## config.mk

```make
export PLATFORM = sky130hd
export DESIGN_NAME = serial_frame_receiver_sum_check
export DESIGN_NICKNAME = d
export VERILOG_FILES = /design/src/hw/rtl/sfr_pkg.sv /design/src/hw/rtl/sfr_datapath.sv /design/src/hw/rtl/sfr_ctrl.sv /design/src/hw/rtl/serial_frame_receiver_sum_check.sv
export SDC_FILE = /design/constraint.sdc
export NUM_CORES = 1
export LEC_CHECK = 0
export ABC_AREA = 1
export ABC_CLOCK_PERIOD_IN_PS = 3900
export BUFFER_PORTS_ARGS = -buffer_cell sky130_fd_sc_hd__buf_2
export CAP_MARGIN = 20
export CELL_PAD_IN_SITES_DETAIL_PLACEMENT = 2
export CELL_PAD_IN_SITES_GLOBAL_PLACEMENT = 2
export CORE_MARGIN = 3
export CORE_UTILIZATION = 42
export DETAILED_ROUTE_END_ITERATION = 16
export GPL_TIMING_DRIVEN = 0
export PLACE_DENSITY_LB_ADDON = 0.1
export SLEW_MARGIN = 5
export SYNTH_ARGS = -nofsm -noshare
export SYNTH_HDL_FRONTEND = slang
export SYNTH_SLANG_ARGS = --single-unit
```

## constraint.sdc

```tcl
create_clock -name i_clk -period 3.9 [get_ports i_clk]
set_input_delay 1.17 -clock i_clk [delete_from_list [all_inputs] [get_ports i_clk]]
set_output_delay 1.17 -clock i_clk [all_outputs]
set_load 0.05 [all_outputs]
```

## src/hw/rtl/sfr_pkg.sv

```systemverilog
package sfr_pkg;

    localparam logic [7:0] START_BYTE      = 8'hAA;
    localparam int         LEN_OVERHEAD    = 3;
    localparam int         MIN_FRAME_BYTES = 4;

    localparam logic [1:0] ST_OK         = 2'd0;
    localparam logic [1:0] ST_BAD_LENGTH = 2'd1;
    localparam logic [1:0] ST_BAD_SUM    = 2'd2;

    // controller -> datapath
    typedef struct packed {
        logic       hunt_start;  // store start byte, open a frame
        logic       take_len;    // store length byte
        logic       take_data;   // store body or checksum byte
        logic       clear;       // back to hunting
        logic       rd;          // read frame store at emit index
        logic       load_ok;     // result register <- read data
        logic       load_err;    // result register <- error result
        logic [1:0] err_code;
        logic       idx_clr;
        logic       idx_inc;
    } t_cmd;

    // datapath -> controller
    typedef struct packed {
        logic is_start;
        logic len_bad;
        logic frame_done;
        logic sum_ok;
        logic last_idx;
        logic out_valid;
        logic out_taken;
    } t_stat;

endpackage

```

## src/hw/rtl/sfr_datapath.sv

```systemverilog
module sfr_datapath #(
    parameter int MAX_FRAME_BYTES = 32
) (
    input  logic          i_clk,
    input  logic          i_rst_n,
    input  logic [7:0]    i_rx_byte,
    input  logic          i_res_ready,
    input  sfr_pkg::t_cmd i_cmd,
    output sfr_pkg::t_stat o_stat,
    output logic          o_res_valid,
    output logic [7:0]    o_frame_byte,
    output logic [1:0]    o_status,
    output logic          o_is_last
);
    import sfr_pkg::*;

    localparam int AW = (MAX_FRAME_BYTES > 1) ? $clog2(MAX_FRAME_BYTES) : 1;
    localparam int CW = $clog2(MAX_FRAME_BYTES + 1);

    logic [7:0]    r_mem [MAX_FRAME_BYTES];
    logic [7:0]    r_rd;
    logic [CW-1:0] r_count, n_count;
    logic [CW-1:0] r_len, n_len;
    logic [7:0]    r_sum, n_sum;
    logic [AW-1:0] r_idx, n_idx;
    logic          r_out_valid;
    logic [7:0]    r_out_byte;
    logic [1:0]    r_out_status;
    logic          r_out_last;

    logic [8:0]    total;
    logic [AW-1:0] wr_addr;
    logic          wr_en;
    logic          last_idx;

    assign total    = {1'b0, i_rx_byte} + 9'(LEN_OVERHEAD);
    assign wr_en    = i_cmd.hunt_start | i_cmd.take_len | i_cmd.take_data;
    assign last_idx = (CW'(r_idx) + CW'(1)) == r_len;

    always_comb begin
        if (i_cmd.hunt_start) begin
            wr_addr = '0;
        end else if (i_cmd.take_len) begin
            wr_addr = AW'(1);
        end else begin
            wr_addr = r_count[AW-1:0];
        end
    end

    // frame length is kept past the clear: the emit pass needs it for the last flag
    always_comb begin
        n_count = r_count;
        n_len   = r_len;
        n_sum   = r_sum;
        n_idx   = r_idx;
        if (i_cmd.clear) begin
            n_count = '0;
            n_sum   = '0;
        end else if (i_cmd.hunt_start) begin
            n_count = CW'(1);
            n_sum   = i_rx_byte;
        end else if (i_cmd.take_len) begin
            n_count = CW'(2);
            n_len   = total[CW-1:0];
            n_sum   = r_sum + i_rx_byte;
        end else if (i_cmd.take_data) begin
            n_count = r_count + CW'(1);
            n_sum   = r_sum + i_rx_byte;
        end
        if (i_cmd.idx_clr) begin
            n_idx = '0;
        end else if (i_cmd.idx_inc) begin
            n_idx = r_idx + AW'(1);
        end
    end

    always_ff @(posedge i_clk) begin
        if (wr_en) begin
            r_mem[wr_addr] <= i_rx_byte;
        end
        if (i_cmd.rd) begin
            r_rd <= r_mem[r_idx];
        end
    end

    always_ff @(posedge i_clk) begin
        if (!i_rst_n) begin
            r_count     <= '0;
            r_len       <= '0;
            r_sum       <= '0;
            r_idx       <= '0;
            r_out_valid <= 1'b0;
        end else begin
            r_count <= n_count;
            r_len   <= n_len;
            r_sum   <= n_sum;
            r_idx   <= n_idx;
            if (i_cmd.load_err || i_cmd.load_ok) begin
                r_out_valid <= 1'b1;
            end else if (i_res_ready) begin
                r_out_valid <= 1'b0;
            end
        end
    end

    always_ff @(posedge i_clk) begin
        if (i_cmd.load_err) begin
            r_out_byte   <= 8'd0;
            r_out_status <= i_cmd.err_code;
            r_out_last   <= 1'b1;
        end else if (i_cmd.load_ok) begin
            r_out_byte   <= r_rd;
            r_out_status <= ST_OK;
            r_out_last   <= last_idx;
        end
    end

    // length byte of zero or a frame beyond the store is rejected
    assign o_stat.is_start   = i_rx_byte == START_BYTE;
    assign o_stat.len_bad    = (total < 9'(MIN_FRAME_BYTES)) || (total > 9'(MAX_FRAME_BYTES));
    assign o_stat.frame_done = (r_count + CW'(1)) == r_len;
    assign o_stat.sum_ok     = i_rx_byte == r_sum;
    assign o_stat.last_idx   = last_idx;
    assign o_stat.out_valid  = r_out_valid;
    assign o_stat.out_taken  = r_out_valid & i_res_ready;

    assign o_res_valid  = r_out_valid;
    assign o_frame_byte = r_out_byte;
    assign o_status     = r_out_status;
    assign o_is_last    = r_out_last;

endmodule

```

## src/hw/rtl/sfr_ctrl.sv

```systemverilog
module sfr_ctrl (
    input  logic           i_clk,
    input  logic           i_rst_n,
    input  logic           i_rx_valid,
    input  sfr_pkg::t_stat i_stat,
    output logic           o_rx_ready,
    output sfr_pkg::t_cmd  o_cmd
);
    import sfr_pkg::*;

    localparam logic [2:0] S_HUNT = 3'd0;
    localparam logic [2:0] S_LEN  = 3'd1;
    localparam logic [2:0] S_DATA = 3'd2;
    localparam logic [2:0] S_RD   = 3'd3;
    localparam logic [2:0] S_LD   = 3'd4;
    localparam logic [2:0] S_WAIT = 3'd5;

    logic [2:0] r_state, n_state;
    logic       rx_ready;
    logic       accept;

    // input is held off while a result waits in the output register
    assign rx_ready = ((r_state == S_HUNT) || (r_state == S_LEN) || (r_state == S_DATA))
                      && !i_stat.out_valid;
    assign accept   = rx_ready && i_rx_valid;

    always_comb begin
        n_state = r_state;
        o_cmd   = '0;
        case (r_state)
            S_HUNT: begin
                if (accept && i_stat.is_start) begin
                    o_cmd.hunt_start = 1'b1;
                    n_state          = S_LEN;
                end
            end
            S_LEN: begin
                if (accept) begin
                    if (i_stat.len_bad) begin
                        o_cmd.load_err = 1'b1;
                        o_cmd.err_code = ST_BAD_LENGTH;
                        o_cmd.clear    = 1'b1;
                        n_state        = S_HUNT;
                    end else begin
                        o_cmd.take_len = 1'b1;
                        n_state        = S_DATA;
                    end
                end
            end
            S_DATA: begin
                if (accept) begin
                    o_cmd.take_data = 1'b1;
                    if (i_stat.frame_done) begin
                        o_cmd.clear = 1'b1;
                        if (i_stat.sum_ok) begin
                            o_cmd.idx_clr = 1'b1;
                            n_state       = S_RD;
                        end else begin
                            o_cmd.load_err = 1'b1;
                            o_cmd.err_code = ST_BAD_SUM;
                            n_state        = S_HUNT;
                        end
                    end
                end
            end
            S_RD: begin
                o_cmd.rd = 1'b1;
                n_state  = S_LD;
            end
            S_LD: begin
                o_cmd.load_ok = 1'b1;
                n_state       = S_WAIT;
            end
            S_WAIT: begin
                if (i_stat.out_taken) begin
                    if (i_stat.last_idx) begin
                        n_state = S_HUNT;
                    end else begin
                        o_cmd.idx_inc = 1'b1;
                        n_state       = S_RD;
                    end
                end
            end
            default: begin
                n_state = S_HUNT;
            end
        endcase
    end

    always_ff @(posedge i_clk) begin
        if (!i_rst_n) begin
            r_state <= S_HUNT;
        end else begin
            r_state <= n_state;
        end
    end

    assign o_rx_ready = rx_ready;

endmodule

```

## src/hw/rtl/serial_frame_receiver_sum_check.sv

```systemverilog
// Takes one byte per cycle while hunting or receiving a frame and no result is pending.
// Error result: valid the cycle after the request that causes it.
// Good frame: bytes are sent after the checksum byte, each one by a frame store read,
// a result load and a handoff; the next read waits until the sink takes the byte.
// No input is taken while a result is pending or a frame is being sent.
// Reset is synchronous, active low: back to hunting, no result pending.
module serial_frame_receiver_sum_check #(
    parameter int MAX_FRAME_BYTES = 32
) (
    input  logic       i_clk,
    input  logic       i_rst_n,
    input  logic       i_rx_valid,
    output logic       o_rx_ready,
    input  logic [7:0] i_rx_byte,
    output logic       o_res_valid,
    input  logic       i_res_ready,
    output logic [7:0] o_frame_byte,
    output logic [1:0] o_status,
    output logic       o_is_last
);
    import sfr_pkg::*;

    t_cmd  cmd;
    t_stat stat;

    sfr_ctrl u_ctrl (
        .i_clk      (i_clk),
        .i_rst_n    (i_rst_n),
        .i_rx_valid (i_rx_valid),
        .i_stat     (stat),
        .o_rx_ready (o_rx_ready),
        .o_cmd      (cmd)
    );

    sfr_datapath #(
        .MAX_FRAME_BYTES (MAX_FRAME_BYTES)
    ) u_dp (
        .i_clk        (i_clk),
        .i_rst_n      (i_rst_n),
        .i_rx_byte    (i_rx_byte),
        .i_res_ready  (i_res_ready),
        .i_cmd        (cmd),
        .o_stat       (stat),
        .o_res_valid  (o_res_valid),
        .o_frame_byte (o_frame_byte),
        .o_status     (o_status),
        .o_is_last    (o_is_last)
    );

endmodule

```

# == Word-level counts from Yosys, hierarchy flattened ==
# Memory sizes are Yosys's and may differ from the RTL's. A register that Yosys moved wholly into a read port is not among the register bits.
# Cells that the tools add are included.
# totals
inputBits,12
register_bits,40
memories,1
output_inout_bits,13
elab_cells,105
mem_bits_rw,256
# classes
addsub,5
bitwise_logic,6
n_reduce_logical,19
eq_ne,14
mux,47
n_lt_le_gt_ge,2
# mem_list
name,depth,word_bits,rd,rd_ports_with_merged_regs,wr,line_no,rtl
u_dp.r_mem,32,8,1,1,1,sfr_datapath.sv:20,logic [7:0] r_mem [MAX_FRAME_BYTES];
# op_table
operator,n
two-way mux 3 bit,8
two-way mux 8 bit,3
two-way mux 1 bit,21
one-hot mux 3 bit (6 select lines),1
two-way mux 2 bit,8
== test 6 bit,2
two-way mux 5 bit,2
adder 8 x 2 -> 9 bit (second input constant),1
greater-than comparator 9 x 6 -> 1 bit (second input constant),1
< comparator 9 x 3 -> 1 bit (second input constant),1
adder 8 bit,1
== test 8 bit,1
== test 8 bit (second input constant),1
two-way mux 4 bit,2
adder 5 x 1 -> 6 bit (second input constant),1
adder 6 x 1 -> 6 bit (second input constant),1
== test 3 x 2 -> 1 bit (second input constant),2
== test 3 bit (second input constant),2
!= test 2 bit (second input constant),3
one-hot mux 3 bit (2 select lines),1
nonzero test 2 bit,3
adder 5 x 1 -> 5 bit (second input constant),1
AND reduction 5 bit,1
logical OR 1 bit,4
other kinds (14),21

# == Depth between registers and ports, before layout ==
# Gate-level depths: netlist of the first run.
# depth
ltp_word,12
mapped_depth,16
ltp_nobuf,16

# == Hierarchy ==
# A second synthesis of the first run with hierarchy kept.
# hier_totals
hier_cells,1270
hier_area_um2,13280.2
# by_module_without_submodules
mod,seq_area_each_um2,cells_each,area_per_inst_um2,n_inst
sfr_datapath,8688.3,1209,12942.4,1
sfr_ctrl,60.1,61,337.8,1

# == Worst setup path before layout of the first run ==
# OpenSTA, ideal clock, no wires.
# synth_timing
path_kind,input to register
from,in i_rx_byte[0]
to,"mem u_dp.r_mem[0][0], enable pin"
t_arrival_ps,2965
path_slack_ps,565
setup_ps,370
n_path_buf,1
cell_stages,14
t_required_ps,3530
cell_sequence,inv_1 -> ha_1 -> inv_1 -> nand3_1 -> o21ai_1 -> nand2_1 -> nor2_4 -> nand2_2 -> nor2_4 -> nand3_4 -> buf_6 -> nand3_4 -> nand3_4 -> nor2_1
# synth_via
elab_chain_cells,10
word_cells_on_any_way,17
classes_between,add/sub: 1; order compare: 2; eq/ne: 1; mux: 9; bitwise: 2; reduce/logical: 2
# synth_lines
element,line_no,rtl
start: declaration,serial_frame_receiver_sum_check.sv:14,"input logic [7:0] i_rx_byte,"
adder 8 x 2 -> 9 bit,sfr_datapath.sv:36,"assign total = {1'b0, i_rx_byte} + 9'(LEN_OVERHEAD);"
< comparator 9 x 3 -> 1 bit / greater-than comparator 9 x 6 -> 1 bit (equally long branches),sfr_datapath.sv:120,assign o_stat.len_bad = (total < 9'(MIN_FRAME_BYTES)) || (total > 9'(MAX_FRAME_BYTES));
logical OR 1 bit,sfr_datapath.sv:120,
two-way mux 1 bit,sfr_ctrl.sv:39,if (i_stat.len_bad) begin
two-way mux 1 bit,sfr_ctrl.sv:38,if (accept) begin
two-way mux 1 bit,sfr_ctrl.sv:30,case (r_state)
OR 1 bit (2 in series),sfr_datapath.sv:37,assign wr_en = i_cmd.hunt_start | i_cmd.take_len | i_cmd.take_data;
two-way mux 1 bit,sfr_datapath.sv:78,if (wr_en) begin
two-way mux 1 bit (implied by the code),sfr_datapath.sv:79,r_mem[wr_addr] <= i_rx_byte;
end: declaration,sfr_datapath.sv:20,
# Several ways; a longest one is shown, not always the timed one.

# == Final worst setup path of the first run ==
# layout_timing
from,in i_rx_byte[2]
to,"mem u_dp.r_mem[23][2], enable pin"
# The elaborated chain is that of the path after synthesis.

==> results of run 1 <==
## logic make-up after synthesis
| group | after synthesis | synth area share [%] |
|---|---|---|
| buffers and inverters | 121 | 3.685 |
| DFF | 304 | 66.75 |
| adders and majority gates | 13 | 1.298 |
| and+or+nand+nor | 468 | 15.21 |
| xor gates and xnor gates | 16 | 1.174 |
| AOI/OAI and AO/OA | 282 | 11.89 |
## registers in the layout, indices dropped and copies added (netlist names)
signal / count
u_dp.o_frame_byte: 8
u_dp.o_res_valid: 1
u_ctrl.r_state: 3
u_dp.r_idx: 5
u_dp.r_mem: 256
u_dp.r_sum: 8
u_dp.r_count: 6
u_dp.r_rd: 8
u_dp.r_len: 6
u_dp.o_status: 2
u_dp.o_is_last: 1
## worst min path at each step
stage                                     from              endpoint  depth (start not counted)
final                     u_dp.o_frame_byte[7]  u_dp.o_frame_byte[7]                          2
after floorplan                  u_dp.r_sum[0]         u_dp.r_sum[0]                          2
after CTS                 u_dp.o_frame_byte[7]  u_dp.o_frame_byte[7]                          2
after global routing      u_dp.o_frame_byte[1]  u_dp.o_frame_byte[1]                          2
after global placement    u_dp.o_frame_byte[7]  u_dp.o_frame_byte[7]                          2
after detailed placement  u_dp.o_frame_byte[3]  u_dp.o_frame_byte[3]                          2
## power breakdown
part,internal (mW),leakage (nW),switching [mW]
combinational,0.0850,2.22,0.312
clock,1.97,0.573,1.45
sequential,3.57,2.70,0.0243
total,5.63,5.49,1.78
## stage by stage
stage	hold WS [ns]	power (mW)	TNS [ns]
floorplan	0.4579	3.900	0
global placement	0.4490	4.030	-280.61
detailed placement	0.4589	4.049	-341.55
CTS	0.4721	7.377	-1.542
global route	0.5082	7.593	-6.369
finish	0.4773	7.412	0
## metal layers
metal  global-route usage [%]  vias to the layer above  routed length, um
met5                        0                        -                  0
met4                    9.811                        0               2237
met3                    5.222                      129               3209
met2                    49.73                      466              25680
met1                    38.14                     5372              21390
li1                         -                     4459                  -
## cells in the final DEF, fill, tap and decap left out, types with 6 or more instances in the layout
master / Yosys / layout
nand2_1: 164 / 164
buf_2: 5 / 22
ha_1: 12 / 12
nand4_1: 10 / 10
buf_1: 6 / 6
xor2_1: 11 / 11
edfxtp_1: 266 / 266
inv_1: 56 / 56
o21ai_0: 158 / 158
nand2_2: 14 / 14
buf_12: 0 / 21
o22ai_1: 70 / 70
o221ai_1: 12 / 12
nand3_4: 5 / 6
nand3_1: 30 / 29
dfxtp_1: 38 / 38
clkinv_2: 0 / 7
buf_4: 2 / 15
nor2_4: 3 / 35
nor2_1: 228 / 196
clkbuf_16: 0 / 37
clkinv_1: 3 / 7
clkbuf_1: 44 / 49
a21oi_1: 34 / 34
## critical path, stage by stage
cell	delay (ns)
buf_2	0.63
nand2_1	0.25
nor2_4	0.23
nand3_1	0.10
nand3_1	0.14
nand2_2	0.10
inv_2	0.09
nor2_4	0.05
nand3_4	0.09
buf_6	0.18
nand3_1	0.08
nor2_1	0.22
nand2_1	0.32
nor2_4	0.22
buf_12	0.18
## cell type report
cell class,count,area [sq um],share of cell area [%]
plain buffers,59,250.2,1.598
clock buffers,47,1013,6.472
clock inverters,18,151.4,0.9668
inverters,62,232.7,1.486
multi-input cells,779,4128,26.36
flip-flops and latches,304,8748,55.86
well taps,396,495.5,3.164
repair buffers,54,640.6,4.091
## what timing repair did
item	in CTS	in global routing
pin swaps	3	22
endpoints found under the setup margin	260	235
gates resized for setup	63	14
buffers inserted	4	27
==> summary.md, run 1 <==
| Metric | Value |
|---|---|
| R2R setup slack | `0.56 ns` |
| Largest net degree at the start of global routing | `40` |
| Peak supply drop | `0.0003938 V` |
| Syn avg cell area | `about 11 sq um` |
| CP Capture Point | `u_dp.r_mem[23][2]` |
| Async S/R FF share, synth | `0%` |
| Total gr overflow | `0` |
| Yosys warning count | `0` |
| Count leader, synth | `edfxtp_1` |
| Clk sinks | `304` |
| Syn_nets | `1229` |
| Most frequent cells after synthesis | `edfxtp_1, nor2_1, nand2_1` |
| Antenna violations before repair | `0` |
| Final hold viol count | `0` |
| Crit path time final | `3.815 ns` |
| Total vias in the final route | `approximately 10000` |
| Routed vias/inst | `just over 6` |
| Non-Filler Instances | `1719` |
| Core footprint | `slightly above 0.03 sq mm` |
| CTS Buf Count | `36` |
| Post-synthesis sequential area ratio | `between 60% and 70%` |
| Share of layout cells above drive strength 1 | `14.29%` |
| Slew @ Worst Pin | `1.333 ns` |
| Synth Register Bits | `304` |
| RSZ-0062 raised after global routing | `yes` |
| Worst Clk Skew | `~0.026 ns` |
| Arrival time at the worst endpoint | `4.05 ns` |
| Post-detailed-route DRC marker count | `0` |
| Placed Cells | `between 1500 and 2000` |
| Syn Std Cell Area | `0.01311 sq mm` |
| Placed Area | `0.01372 sq mm` |
| Max Slew Vio Count | `0` |
| Yosys top cell area share | `60.95%` |
| Die height | `~180 um` |
| Clk Latency, worst-skew pair | `0.54 ns` |
| Ports | `25` |
| Headroom to the max-slew limit | `10.90%` |
| Post-Synthesis Cells | `1204` |
| Worst Path Max Fanout | `39` |
| Worst reg-to-reg path cell count | `8` |
| Final setup fails | `0` |
| Leak | `about 5.5 nW` |
| Max-Cap Viols | `0` |
| Drt initial violations | `1130` |
| Final instance area | `0.01566 sq mm` |
| Die area | `approximately 0.033 sq mm` |
| Main area contributors after synthesis | `edfxtp_1, nor2_1, o21ai_0` |
| WS Path Type | `primary input to register` |
| Primary FF master, synth | `edfxtp_1` |
| Global-route wire length before repair | `72190 um` |
| Worst-path clk slew | `approximately 0.060 ns` |
| Hold-fix buffers, CTS | `0` |
| Netlist cell types | `37` |
| Initial Util | `between 40% and 50%` |
| Pre-CTS setup slack | `-1.561 ns` |
| Critical Path Source | `i_rx_byte[2]` |
| Global router's overall resource usage | `29.31%` |
| DR WL/cell | `slightly above 30 um` |
| Synth area leader | `edfxtp_1` |
| Clock Path Buffers | `3` |
| Rows | `64` |
| Status | `completed` |
| N_diodes | `0` |
| Area Growth Syn to Fin | `19.48%` |
| Final period util | `97.82%` |
| CTS Root Buffer Type | `clkbuf_16` |
| Final setup margin | `between 0.08 and 0.09 ns` |
| Dpl hpwl | `31660 um` |
| Startpoint Class | `primary input` |
| R2R Path End | `u_dp.r_rd[2]` |
| Post-Route WL | `around 53000 um` |
| Port bufs | `23` |
| Nets | `approximately 1300` |
| Number of global-route vias before repair | `10940` |
| H-tree level count | `2` |
| Post-DRT Antenna Nets | `0` |
| Utilization after layout | `51.06%` |
| Number of fill cells | `approximately 3000` |
| Cell area power density | `473.3 mW/mm^2` |
| Max Freq | `approximately 0.26 GHz` |
| Crit path required time | `4.14 ns` |
| Routability cong. | `0.8731` |
| Worst Hold Class | `register to register` |
| Number of synthesized flops with an enable pin | `approximately 270` |
| Die span in x | `roughly 180 um` |
| R2r startpoint | `u_dp.r_idx[1]` |
| CTS tree | `yes` |
| DRT Pass-1 Iters | `5` |
| CP Capture Type | `register` |
No activity file was read; power rests on OpenSTA's default activity.
==> inputs of run 2 (changes only) <==
--- a/config.mk
+++ b/config.mk
@@ -11,7 +11,7 @@
 export CAP_MARGIN = 20
 export CELL_PAD_IN_SITES_DETAIL_PLACEMENT = 2
 export CELL_PAD_IN_SITES_GLOBAL_PLACEMENT = 2
-export CORE_MARGIN = 3
+export CORE_MARGIN = 2
 export CORE_UTILIZATION = 42
 export DETAILED_ROUTE_END_ITERATION = 16
 export GPL_TIMING_DRIVEN = 0
==> run 2 against run 1 <==
Compared with the run above: design area down 0.84%; count of clock-buffer cells in the layout rose by 3; register-to-register slack better by 0.12 ns; sequential power barely moved; combinational power shrank 3%.
==> summary.md, run 2 (synthesized netlist as in run 1, its figures left out) <==
| Metric | Value |
|---|---|
| CTS tree | `yes` |
| Cell area power density | `472.0 mW/mm^2` |
| Global router's overall resource usage | `29.66%` |
| Share of layout cells above drive strength 1 | `a little over an eighth` |
| CP Capture Type | `register` |
| Headroom to the max-slew limit | `34.77%` |
| Rows | `64` |
| Number of global-route vias before repair | `11010` |
| Largest net degree at the start of global routing | `40` |
| Hold-fix buffers, CTS | `0` |
| Combinational Power Share | `5.3%` |
| Post-DRT Antenna Nets | `0` |
| Setup TNS Final | `0 ns` |
| DRT Pass-1 Iters | `5` |
| Crit path required time | `4.08 ns` |
| Core footprint | `0.03067 sq mm` |
| Die span in x | `180.7 um` |
| Crit path time final | `3.694 ns` |
| Final period util | `94.72%` |
| Reg power frac | `49.1%` |
| Die height | `between 150 and 200 um` |
| M3 GR Usage | `5.497%` |
| Min-delay src | `u_dp.o_frame_byte[2]` |
| Worst Path Max Fanout | `38` |
| DR WL/cell | `28.77 um` |
| Met1 GRT Util | `a little under two fifths` |
| Global-route wire length before repair | `71680 um` |
| Hold slack final | `between 0.4 and 0.5 ns` |
| Antenna violations before repair | `0` |
| Area Growth Syn to Fin | `18.48%` |
| Slew @ Worst Pin | `0.9785 ns` |
| WS Path Type | `primary input to register` |
| GR Layer Usage met2 | `roughly half` |
| Port bufs | `23` |
| Routed vias/inst | `5.940` |
| Routability cong. | `0.8880` |
| Switching power | `1.712 mW` |
| P_int | `5.616 mW` |
| Initial Util | `42.73%` |
| Most Crowded Layer GR | `met2` |
| Startpoint Class | `primary input` |
| Post-Route WL | `~50000 um` |
| Sw Ratio | `approximately a quarter` |
| Clock Path Buffers | `3` |
| Nets | `1318` |
| Worst Clk Skew | `around 0.037 ns` |
| R2r startpoint | `u_dp.r_idx[1]` |
| Critical Path Source | `i_rx_byte[0]` |
| H-tree level count | `2` |
| Clk sinks | `304` |
| Drt initial violations | `711` |
| CTS Buf Count | `36` |
| Biggest register | `u_dp.r_mem` |
| Die area | `0.03263 sq mm` |
| Most frequent cells in the layout | `edfxtp_1, nor2_1, nand2_1, o21ai_0, o22ai_1` |
| Worst-path clk slew | `0.06 ns` |
| Total vias in the final route | `10190` |
| Worst Hold Class | `register to register` |
| Status | `completed` |
| Leak | `~5.4 nW` |
| Max-Cap Viols | `0` |
| Largest register FFs | `around 260` |
| Arrival time at the worst endpoint | `between 3 and 4 ns` |
| Peak supply drop | `0.0003915 V` |
| Final Power | `7.329 mW` |
| Clk network pwr share | `45.6%` |
| Max Freq | `0.2707 GHz` |
| Final setup fails | `0` |
| Clk Latency, worst-skew pair | `0.55 ns` |
| Max Slew Vio Count | `0` |
| Total gr overflow | `0` |
| Final hold viol count | `0` |
| CTS Root Buffer Type | `clkbuf_16` |
| Dpl hpwl | `approximately 31000 um` |
| RSZ-0062 raised after global routing | `no` |
| Commonest non-fill, non-tap cell in the layout | `edfxtp_1` |
| Post-detailed-route DRC marker count | `0` |
| Ports | `25` |
## run 2: cell types whose count changed in the layout (fill, tap and decap cells not counted), sizes merged
cell | previous run | this run
buf | 68 | 65
clkbuf | 92 | 95
inv | 61 | 60
clkinv | 15 | 11
diode | 0 | 1
clkinvlp | 2 | 3
## run 2: layout make-up
| class | instances | area, sq um |
|---|---|---|
| clock inverters | 14 | 137.6 |
| fillers | 3025 | 15140 |
| diodes | 1 | 2.502 |
| inverters | 62 | 232.7 |
| repair buffers | 51 | 513.0 |
| well taps | 396 | 495.5 |
| flip-flops and latches | 304 | 8748 |
| plain buffers | 59 | 250.2 |
| multi-input cells | 779 | 4133 |
| clock buffers | 50 | 1016 |
## run 2: power by group through the flow
stage,Sequential [mW],Clock (mW),Combinational (mW)
3_3_place_gp,3.66,0,0.368
3_5_place_dp,3.67,0,0.380
4_1_cts,3.60,3.35,0.388
5_1_grt,3.60,3.48,0.419
2_1_floorplan,3.78,0,0.119
6_report,3.60,3.34,0.387
## run 2: metrics by stage
step	setup WS [ns]	instances	utilization [%]	area, sq um
3_5_place_dp	-1.414	1623	44.73	13720
6_report	0.2061	1716	50.63	15530
5_1_grt	0.01945	1715	50.62	15530
4_1_cts	-0.1722	1701	49.62	15220
2_1_floorplan	0.5650	1204	-	13110
3_3_place_gp	-1.227	1623	44.73	13720
## run 2: layer usage
metal | part of all wire [%] | routed length [um] | vias to the layer above
li1 | - | - | 4453
met1 | 40 | 19760 | 5228
met2 | 49 | 24300 | 365
met3 | 6.0 | 2979 | 147
met4 | 4.7 | 2336 | 0
met5 | 0 | 0 | -
## run 2: timing repair
item                       CTS  global route
resized for setup           59            19
buffers inserted            14            13
pin swaps                    7             8
setup endpoints to repair  257           250
## run 2: worst max-delay path, stage by stage
cell and delay (ns):
buf_8 0.25, inv_1 0.15, ha_1 0.26, inv_1 0.10
nand3_1 0.16, nand2_1 0.13, nand3_1 0.08, nor2_1 0.13
nand2_2 0.11, inv_2 0.08, nor2_4 0.04, nand3_4 0.08
buf_6 0.18, nand3_2 0.14, nor2_2 0.21, nand2_2 0.20
nor2_4 0.35
## run 2: path summary, 6_finish.rpt
check	end	slack, ns	cells after the start
worst max-delay path	u_dp.r_mem[15][6]	0.21	17
worst min-delay path	u_dp.o_frame_byte[2]	0.46	2
worst max register to register	u_dp.r_rd[5]	0.68	8
worst min register to register	u_dp.o_frame_byte[2]	0.46	2
==> inputs of run 3 (changes only) <==
--- a/config.mk
+++ b/config.mk
@@ -11,6 +11,7 @@
 export CAP_MARGIN = 20
 export CELL_PAD_IN_SITES_DETAIL_PLACEMENT = 2
 export CELL_PAD_IN_SITES_GLOBAL_PLACEMENT = 2
+export CORE_ASPECT_RATIO = 2
 export CORE_MARGIN = 2
 export CORE_UTILIZATION = 42
 export DETAILED_ROUTE_END_ITERATION = 16
==> run 3 against run 2 <==
Compared with the run above: core utilization down 1.4 points; first-iteration DRC count up 13%; count of clock-buffer cells in the layout down 6; power down 8.1%; clock power down 18%; via count down 2.4%; sequential share of layout area up 1.5 points; non-clock buffer count down 11; sequential cell count unchanged; critical endpoint is now u_dp.r_mem[8][1].
==> summary.md, run 3 (synthesized netlist as in run 1, its figures left out) <==
| Metric | Value |
|---|---|
| Status | `completed` |
| Nets | `~1300` |
| Clk network pwr share | `40.8%` |
| Max Freq | `0.2689 GHz` |
| Ports | `25` |
| Final period util | `95.34%` |
| Clk sinks | `304` |
| Worst Clk Skew | `0.02535 ns` |
| Share of layout cells above drive strength 1 | `approximately an eighth` |
| Crit path time final | `3.718 ns` |
| Initial Util | `42.63%` |
| Total gr overflow | `0` |
| Worst-path clk slew | `0.06 ns` |
| Dpl hpwl | `33870 um` |
| Worst Path Max Fanout | `38` |
| H-tree level count | `1` |
| Most frequent cells in the layout | `edfxtp_1, nor2_1, nand2_1, o21ai_0, o22ai_1` |
| Routed vias/inst | `5.966` |
| Clock Path Buffers | `3` |
| Final Power | `6.733 mW` |
| Number of fill cells | `3145` |
| DR WL/cell | `29.48 um` |
| Post-detailed-route DRC marker count | `0` |
| Number of global-route vias before repair | `10920` |
| Biggest register | `u_dp.r_mem` |
| CTS Root Buffer Type | `clkbuf_16` |
| Total vias in the final route | `between 9000 and 10000` |
| Largest delay share family, worst path | `simple AND/OR/NAND/NOR gates` |
| Crit path required time | `4.13 ns` |
| CP Capture Type | `register` |
| Clk Latency, worst-skew pair | `between 0.5 and 0.6 ns` |
| Largest register FFs | `256` |
| Core footprint | `0.03074 sq mm` |
| Switching power | `roughly 1.6 mW` |
| Routability cong. | `0.8904` |
| Max-Cap Viols | `0` |
| Reg power frac | `53.4%` |
| Arrival time at the worst endpoint | `3.95 ns` |
| WP buf/inv | `4` |
| Worst Hold Class | `register to register` |
| Die span in x | `128.9 um` |
| CTS Buf Count | `28` |
| P_int | `5.137 mW` |
| CTS tree | `yes` |
| Port bufs | `23` |
| Rows | `91` |
| Slowest stage cell, crit path | `nor2_4` |
| Post-Route WL | `about 50000 um` |
| Startpoint Class | `primary input` |
| WS Path Type | `primary input to register` |
| Headroom to the max-slew limit | `10.62%` |
| DRT Pass-1 Iters | `5` |
| Hold slack final | `0.4701 ns` |
| Post-DRT Antenna Nets | `0` |
| Leak | `5.242 nW` |
| Global-route wire length before repair | `72080 um` |
| Die height | `253.8 um` |
| CP max stage delay | `0.41 ns` |
| Final setup fails | `0` |
| Sw Ratio | `23.70%` |
| Peak supply drop | `0.0003870 V` |
| Global router's overall resource usage | `30.67%` |
| Commonest non-fill, non-tap cell in the layout | `edfxtp_1` |
| Cell area power density | `444.8 mW/mm^2` |
| Largest net degree at the start of global routing | `40` |
| Die area | `approximately 0.033 sq mm` |
| Antenna violations before repair | `0` |
| N_diodes | `0` |
| Max Slew Vio Count | `0` |
| Final hold viol count | `0` |
| Slew @ Worst Pin | `1.337 ns` |
| Drt initial violations | `805` |
| Area Growth Syn to Fin | `15.50%` |
| Critical path cell sequence | `buf_8 > inv_1 > ha_1 > inv_1 > nand3_1 > o21ai_1 > nand2_1 > nor2_4 > nand2_2 > nor2_4 > nand3_4 > buf_6 > nand3_4 > nand3_4 > nor2_4` |
| Combinational Power Share | `5.8%` |
| Setup TNS Final | `0 ns` |
==> run 3: cell types whose count changed in the layout (fill, tap and decap cells not counted), moves of 2 or more <==
cell        delta
buf_2          +2
clkinv_2       +5
bufinv_16      -2
clkbuf_8       +4
clkinv_1       -6
clkbuf_16      -9
buf_4         -14
clkinvlp_4     -2
==> run 3: metrics by stage <==
step | area [sq um] | instances | setup slack [ns] | util, %
floorplan | 13110 | 1204 | 0.5650 | -
global route | 15140 | 1668 | -0.0004934 | 49.24
finish | 15140 | 1668 | 0.1818 | 49.24
global placement | 13690 | 1599 | -1.533 | 44.52
CTS | 14780 | 1652 | -0.09038 | 48.07
detailed placement | 13690 | 1600 | -1.733 | 44.54
==> run 3: worst paths after layout <==
check,startpoint,endpoint,slack (ns),depth (start not counted)
setup / recovery,i_rx_byte[0],u_dp.r_mem[8][1],0.18,15
hold / removal,u_dp.o_frame_byte[7],u_dp.o_frame_byte[7],0.47,2
setup reg to reg,u_dp.r_idx[0],u_dp.r_rd[5],0.57,10
hold reg to reg,u_dp.o_frame_byte[7],u_dp.o_frame_byte[7],0.47,2
==> run 3: worst min-delay path, delay by kind of cell, from the launching register on <==
family             cells  cell delay (ns)
DFF                    1             0.31
and+or+nand+nor        1             0.06
AOI/OAI and AO/OA      1             0.05
==> run 3: final cells by class <==
cell class                      instances  area, sq um  share of cell area (%)
Buffer                                 59        250.2                   1.653
Clock buffer                           44        842.1                   5.562
Clock inverter                          8        46.29                  0.3058
Inverter                               62        232.7                   1.537
Multi-Input combinational cell        779         4135                   27.32
Sequential cell                       304         8748                   57.79
Tap cell                              372        465.4                   3.075
Timing Repair Buffer                   40        417.9                   2.761
==> run 3: metal layers <==
metal  track usage [%]  routed length [um]
met5                 0                   0
met2             59.53               27690
met3             2.695                1481
met1             32.77               16950
met4             13.98                3056
==> run 3: power by group through the flow <==
stage	registers (mW)	clock network (mW)	logic [mW]
global placement	3.66	0	0.373
finish	3.59	2.75	0.393
detailed placement	3.67	0	0.391
CTS	3.59	2.76	0.397
floorplan	3.78	0	0.119
global route	3.60	2.88	0.423
==> run 3: what timing repair did <==
action / in CTS / in global routing
pin swaps: 0 / 13
hold buffers: 0 / 0
resized for setup: 57 / 22
endpoints found under the hold margin: 0 / 0
setup endpoints to repair: 261 / 213
setup buffers: 0 / 16
